==> config.mk <==
export PLATFORM = sky130hd
export DESIGN_NAME = tcw_cursor
export DESIGN_NICKNAME = d
export VERILOG_FILES = /design/src/tcw_pkg.sv /design/src/tcw_cursor.sv
export SDC_FILE = /design/constraint.sdc
export NUM_CORES = 1
export LEC_CHECK = 0
export BUFFER_PORTS_ARGS = -buffer_cell sky130_fd_sc_hd__buf_2
export CORE_MARGIN = 10
export CORE_UTILIZATION = 60
export CTS_BUF_LIST = sky130_fd_sc_hd__clkbuf_4 sky130_fd_sc_hd__clkbuf_8
export CTS_CLUSTER_SIZE = 24
export DETAILED_ROUTE_END_ITERATION = 10
export HOLD_SLACK_MARGIN = 0.05
export PLACE_DENSITY_LB_ADDON = 0.15
export SYNTH_ARGS = -nofsm -noshare
export SYNTH_HDL_FRONTEND = slang
export SYNTH_SLANG_ARGS = --single-unit
==> constraint.sdc <==
create_clock -name clk -period 3.7 [get_ports clk]
set_input_delay 0.185 -clock clk [delete_from_list [all_inputs] [get_ports clk]]
set_output_delay 0.185 -clock clk [all_outputs]
set_load 0.01 [all_outputs]
==> src/tcw_pkg.sv <==
// Shared constants and types of the text console writer.
package tcw_pkg;

    localparam int DEF_COLUMNS = 80;
    localparam int DEF_ROWS    = 25;

    localparam int CELL_W  = 16;
    localparam int INDEX_W = 11;

    localparam logic [CELL_W-1:0] BLANK_CELL = 16'h0F20;

    localparam logic [7:0] CODE_NUL       = 8'h00;
    localparam logic [7:0] CODE_BACKSPACE = 8'h08;
    localparam logic [7:0] CODE_NEWLINE   = 8'h0A;
    localparam logic [7:0] CODE_SPACE     = 8'h20;

    localparam logic FUNC_PUT  = 1'b0;
    localparam logic FUNC_READ = 1'b1;

    typedef enum logic [2:0] {
        CUR_HOLD,
        CUR_ADVANCE,
        CUR_BACK,
        CUR_NEWLINE,
        CUR_BOTTOM
    } cur_op_t;

    typedef struct packed {
        logic at_origin;
        logic at_last;
        logic on_bottom;
    } cur_status_t;

endpackage

==> src/tcw_cursor.sv <==
// Cursor tracker: keeps row, column and linear cell number in step.
module tcw_cursor #(
    parameter int  COLUMNS = tcw_pkg::DEF_COLUMNS,
    parameter int  ROWS    = tcw_pkg::DEF_ROWS,
    localparam int ADDR_W  = $clog2(COLUMNS * ROWS)
) (
    input  logic                 clk,
    input  logic                 rst_n,
    input  tcw_pkg::cur_op_t     op,
    output logic [ADDR_W-1:0]    lin,
    output tcw_pkg::cur_status_t status
);
    import tcw_pkg::*;

    localparam int CELLS = COLUMNS * ROWS;
    localparam int COL_W = $clog2(COLUMNS);
    localparam int ROW_W = $clog2(ROWS);

    logic [COL_W-1:0]  col_reg, col_next;
    logic [ROW_W-1:0]  row_reg, row_next;
    logic [ADDR_W-1:0] lin_reg, lin_next;

    always_comb
    begin
        col_next = col_reg;
        row_next = row_reg;
        lin_next = lin_reg;
        unique case (op)
            CUR_ADVANCE:
            begin
                if (col_reg == COL_W'(COLUMNS - 1))
                begin
                    col_next = '0;
                    row_next = row_reg + ROW_W'(1);
                end
                else
                begin
                    col_next = col_reg + COL_W'(1);
                end
                lin_next = lin_reg + ADDR_W'(1);
            end
            CUR_BACK:
            begin
                if (col_reg == '0)
                begin
                    col_next = COL_W'(COLUMNS - 1);
                    row_next = row_reg - ROW_W'(1);
                end
                else
                begin
                    col_next = col_reg - COL_W'(1);
                end
                lin_next = lin_reg - ADDR_W'(1);
            end
            CUR_NEWLINE:
            begin
                col_next = '0;
                row_next = row_reg + ROW_W'(1);
                lin_next = lin_reg - ADDR_W'(col_reg) + ADDR_W'(COLUMNS);
            end
            CUR_BOTTOM:
            begin
                col_next = '0;
                row_next = ROW_W'(ROWS - 1);
                lin_next = ADDR_W'(CELLS - COLUMNS);
            end
            default:
            begin
                col_next = col_reg;
            end
        endcase
    end

    always_ff @(posedge clk or negedge rst_n)
    begin
        if (!rst_n)
        begin
            col_reg <= '0;
            row_reg <= '0;
            lin_reg <= '0;
        end
        else
        begin
            col_reg <= col_next;
            row_reg <= row_next;
            lin_reg <= lin_next;
        end
    end

    assign lin              = lin_reg;
    assign status.at_origin = (lin_reg == '0);
    assign status.at_last   = (lin_reg == ADDR_W'(CELLS - 1));
    assign status.on_bottom = (row_reg == ROW_W'(ROWS - 1));

    // The linear cell number must always agree with row and column.
    a_lin_matches: assert property (@(posedge clk) disable iff (!rst_n)
        32'(lin_reg) == 32'(row_reg) * COLUMNS + 32'(col_reg))
        else $error("cursor cell number out of step with row and column");

    a_col_range: assert property (@(posedge clk) disable iff (!rst_n)
        32'(col_reg) < COLUMNS)
        else $error("cursor column beyond the row");

    a_row_range: assert property (@(posedge clk) disable iff (!rst_n)
        32'(row_reg) < ROWS)
        else $error("cursor row beyond the screen");

endmodule
=== Word-level counts from Yosys, hierarchy flattened ===
Index checks and enable logic that the tools add are counted.

* Flip-flop bits (word level): 23
* Output and inout port bits: 14
* Word-level logic and storage cells: 33
* Input port bits: 5

* Add/sub/neg operators: 8
* Equal/unequal tests: 9
* Reductions and logical operators: 6
* Muxes and demuxes: 7

{| class="wikitable"
|+ Operators by type and width
! operator !! count
|-
| 11-bit one-hot mux with 4 select lines || 1
|-
| 7-bit one-hot mux with 3 select lines || 1
|-
| 5-bit one-hot mux with 4 select lines || 1
|-
| 7-bit two-way mux || 2
|-
| 11-bit by 1-bit adder with 11-bit output, second input constant || 1
|-
| 11-bit by 7-bit adder with 11-bit output, second input constant || 1
|-
| 11-bit equality test, second input constant || 1
|-
| 11-bit logical NOT || 1
|-
| 11-bit by 1-bit subtractor with 11-bit output, second input constant || 1
|-
| 11-bit by 7-bit subtractor with 11-bit output || 1
|-
| 5-bit two-way mux || 2
|-
| 7-bit by 1-bit adder with 7-bit output, second input constant || 1
|-
| 7-bit equality test, second input constant || 1
|-
| 7-bit logical NOT || 1
|-
| 7-bit by 1-bit subtractor with 7-bit output, second input constant || 1
|-
| 3-bit by 2-bit equality test with 1-bit output, second input constant || 2
|-
| 5-bit by 1-bit adder with 5-bit output, second input constant || 1
|-
| 5-bit equality test, second input constant || 1
|-
| 5-bit by 1-bit subtractor with 5-bit output, second input constant || 1
|-
| 2-bit inequality test, second input constant || 2
|-
| 4-bit nonzero test || 1
|-
| 3-bit by 1-bit equality test with 1-bit output, second input constant || 1
|-
| 3-bit equality test, second input constant || 1
|-
| 3-bit AND reduction || 1
|-
| other kinds (2) || 2
|}

=== Depth between registers and ports, before layout ===
* Depth after elaboration: 3
* Gate-level depth with buffers: 12

=== Worst setup path before layout ===
No wires, ideal clock.

* Path type: input to register
* Start: input port op[0]
* End: register lin_reg[10] (netlist: lin[10])
* Library setup time: 0.080 ns
* Stages on the path: 12
* Slack: 0.848 ns
* Required time: 3.620 ns
* Arrival: 2.772 ns
* Buffers on the path: 1
* Path through: buf_6 -> nand2b_1 -> inv_2 -> nand2_2 -> clkinv_1 -> ha_1 -> nor2b_1 -> o2111ai_1 -> a311oi_1 -> a211oi_1 -> mux2_2 -> o211ai_2

* Longest elaborated chain between the ends: 2
* Elaborated cells between the ends (all ways): 6

{| class="wikitable"
|+ Ends and longest elaborated chain
! element !! RTL line !! source
|-
| start, declared || tcw_cursor.sv:9 || <nowiki>input tcw_pkg::cur_op_t op,</nowiki>
|-
| 3-bit equality test, or another cell as far along || tcw_cursor.sv:28 || <nowiki>unique case (op)</nowiki>
|-
| 11-bit one-hot mux with 4 select lines or 4-bit nonzero test (tied branches) || -- ||
|-
| end signal, assigned || tcw_cursor.sv:86 || <nowiki>lin_reg <= lin_next;</nowiki>
|-
| end, declared || tcw_cursor.sv:21 || <nowiki>logic [ADDR_W-1:0] lin_reg, lin_next;</nowiki>
|}

Parallel ways exist; a longest one is shown, timed or not.
A chain may end at the register's enable or synchronous reset.

=== Worst setup path after layout ===
Ends and elaborated chain as after synthesis.

==> results.yml <==
synthesis:
  synth_top_area_share_pct: 20.5
  synth_area_leaders: "dfrtp_1 (20%), ha_1 (15%), a21oi_1 (5.2%)"
  synth_cell_types: 65
  syn_area_mm2: 0.00281
  ys_seq_elements: 23
  synthCells: 343
  synth_edf_count: 0
  synth_nets: 384
  synth.avg_cell_area_um2: 8.19
  synthArstFlopShare_pct: 100
  synth_top_area_cell: "dfrtp_1"
  ys.flop_type: "dfrtp_1"
  synth-seq-area-share_pct: 20.5
  yosysWarnings: 0
global_route:
  grt_pass1_vias: 2550
  grt_pass1_wl_um: 12400
  grt_max_degree: 24
  grt-ovfl-total: 0
  grt.total_usage_pct: 19.9
  antenna_found_initial: 0
clock_tree:
  clock_sinks: 23
  clk_pin_slew_worst_paths_ns: 0.09
  cts_tree: "yes"
  ctsLongestPathBuffers: 2
  cts.repair.resized: 0
  cts_setup_buffers: 0
  cts_hold_buf: 1
  clk_latency_ns: 0.28
  h-tree-depth: 1
  cts_buffers: 3
  root_buffer: "clkbuf_8"
worst_setup_path:
  r2r_cells: 12
  cp_num_cells: 12
  crit_buf_inv: 3
  critPathKind: "in -> reg"
  setup.worst_path.end_class: "register"
  slowest_stage: "ha_1"
  required_ns: 3.91
  worstSetupStartpointType: "primary input"
  crit_chain: "buf_2 -> nand2b_1 -> inv_2 -> nand2_2 -> clkinv_1 -> ha_1 -> nor2b_1 -> o2111ai_1 -> a311oi_1 -> a211oi_1 -> mux2_2 -> o211ai_2"
  crit_family: "compound AO/OA/AOI/OAI gates"
  worst_path_largest_cell_delay_ns: 0.41
  crit_fanout: 18
  critPathArrivalTime_ns: 3.08
floorplan:
  die_w_um: 88.4
  fp.dieH_um: 88.4
  core_mm2: 0.00444
  start_util_pct: 63.2
  die_area_mm2: 0.00782
  io_pins: 19
  rows: 24
cells_and_area:
  layout-drive-gt1-share_pct: 11.5
  layout_common_cells: "ha_1 (33), inv_1 (30), a21oi_1 (29)"
  antenna_cells: 0
  fillCellCount: 391
  largest_reg_flops: 11
  nets: 399
  multi_input_area_mm2: 0.00203
  synthToLayoutAreaGrowth_pct: 5.35
  postLayoutCoreUtil_pct: 66.6
  regArea_um2: 576
  final_common_cell: "ha_1"
sta:
  fin_crit_ns: 2.87
  relSlewSlack_pct: 28.4
  hold_violations: 0
  fin_crit_sh_pct: 77.7
  grt_setup_unrepaired: "no"
  setup_viol: 0
  setup_ws_ns: 0.825
  clock_skew_ns: 0.00371
  fin_tns_setup_ns: 0
  tightest_slew_ns: 1.07
  fmax_ghz: 0.348
  drv_slew: 0
job:
  max_cap_violations: 0
worst_hold_path:
  hold_depth: 2
  hp-class: "in -> reg"
detailed_routing:
  num_vias: 2653
  avgRoutedWirePerCell_um: 17.9
  drt_iter0_drc: 168
  wl_um: 7340
  ant_nets: 0
  drcViolationCount: 0
  viasPerCell: 6.49
  drt_pass1_iterations: 6
place:
  post-place-ws_ns: 0.588
  dpl.hpwl_um: 5620
  globalplace.congestion: 0.945
  portBuffers: 18
pwr:
  p_per_area_mw_per_mm2: 714
  max-vdd-ir-drop_mv: 0.556
  leakage_nw: 1.33
status:
  status: "completed"
[cell families after synthesis]
kind of cell | after synthesis | synth area share [%]
XOR/XNOR | 15 | 4.68
AO/OA/AOI/OAI | 112 | 26.4
flip-flops | 23 | 20.5
adder cells (fa/ha/maj) | 37 | 17.2
AND/OR/NAND/NOR | 103 | 20.6
multiplexers | 9 | 3.30
buffers and inverters | 44 | 7.26
[routing by layer]
metal,up-vias,track usage (%),wire (um)
met3,13,1.75,381
li1,1297,-,-
met1,1257,25.5,3250
met4,0,7.05,159
met5,-,0,0
met2,86,34.0,3550
[Yosys cell counts (all sizes together) (2+ instances only)]
cell	instances
dfrtp	23
a21oi	30
inv	31
or4	3
nand3b	7
nor2	27
nor3	9
a31oi	4
clkbuf	6
and3	3
nand3	7
buf	6
o21ai	24
o2bb2ai	2
a221oi	6
o22ai	8
a311oi	3
nand2b	6
xnor2	11
or3	2
mux2	2
fa	3
ha	33
nor4	4
xor2	4
nor3b	2
nor2b	4
nand4	3
o21a	4
o211ai	6
a21o	6
mux2i	7
a211oi	9
nand2	22
[path summary, 6_finish.rpt]
check,endpoint,slack [ns],from
hold / removal,lin[8],0.36,op[0]
setup reg to reg,lin[9],0.83,lin[0]
hold reg to reg,row_reg[4],0.51,row_reg[4]
max in group asynchronous,lin[2],2.92,rst_n
min in group asynchronous,col_reg[3],0.42,rst_n
setup / recovery,lin[10],0.83,op[0]
[stage by stage]
step                      hold slack (ns)  cell area, um2  power, W  cells
final                               0.364            2960   0.00211    409
after global routing                0.390            2960   0.00234    409
after CTS                           0.353            2960   0.00211    409
after detailed placement            0.211            2900   0.00193    404
after global placement              0.204            2900   0.00189    404
after floorplan                    -0.111            2810   0.00159    343
[where the power goes]
part	internal [W]	switching [W]	total, W	leakage [nW]
sequential	0.000343	0.000188	0.000531	0.272
clock	0.0000757	0.0000944	0.000170	0.0255
combinational	0.000621	0.000790	0.00141	1.03
[area by class of cell]
class                   instances  share of cell area, %
clock buffers                   3                   1.40
clock inverters                 1                  0.169
inverters                      32                   4.06
multi-input cells             276                   68.6
flip-flops and latches         23                   19.5
well taps                      52                   2.20
repair buffers                 22                   4.15
(Power assumes the default switching activity.)
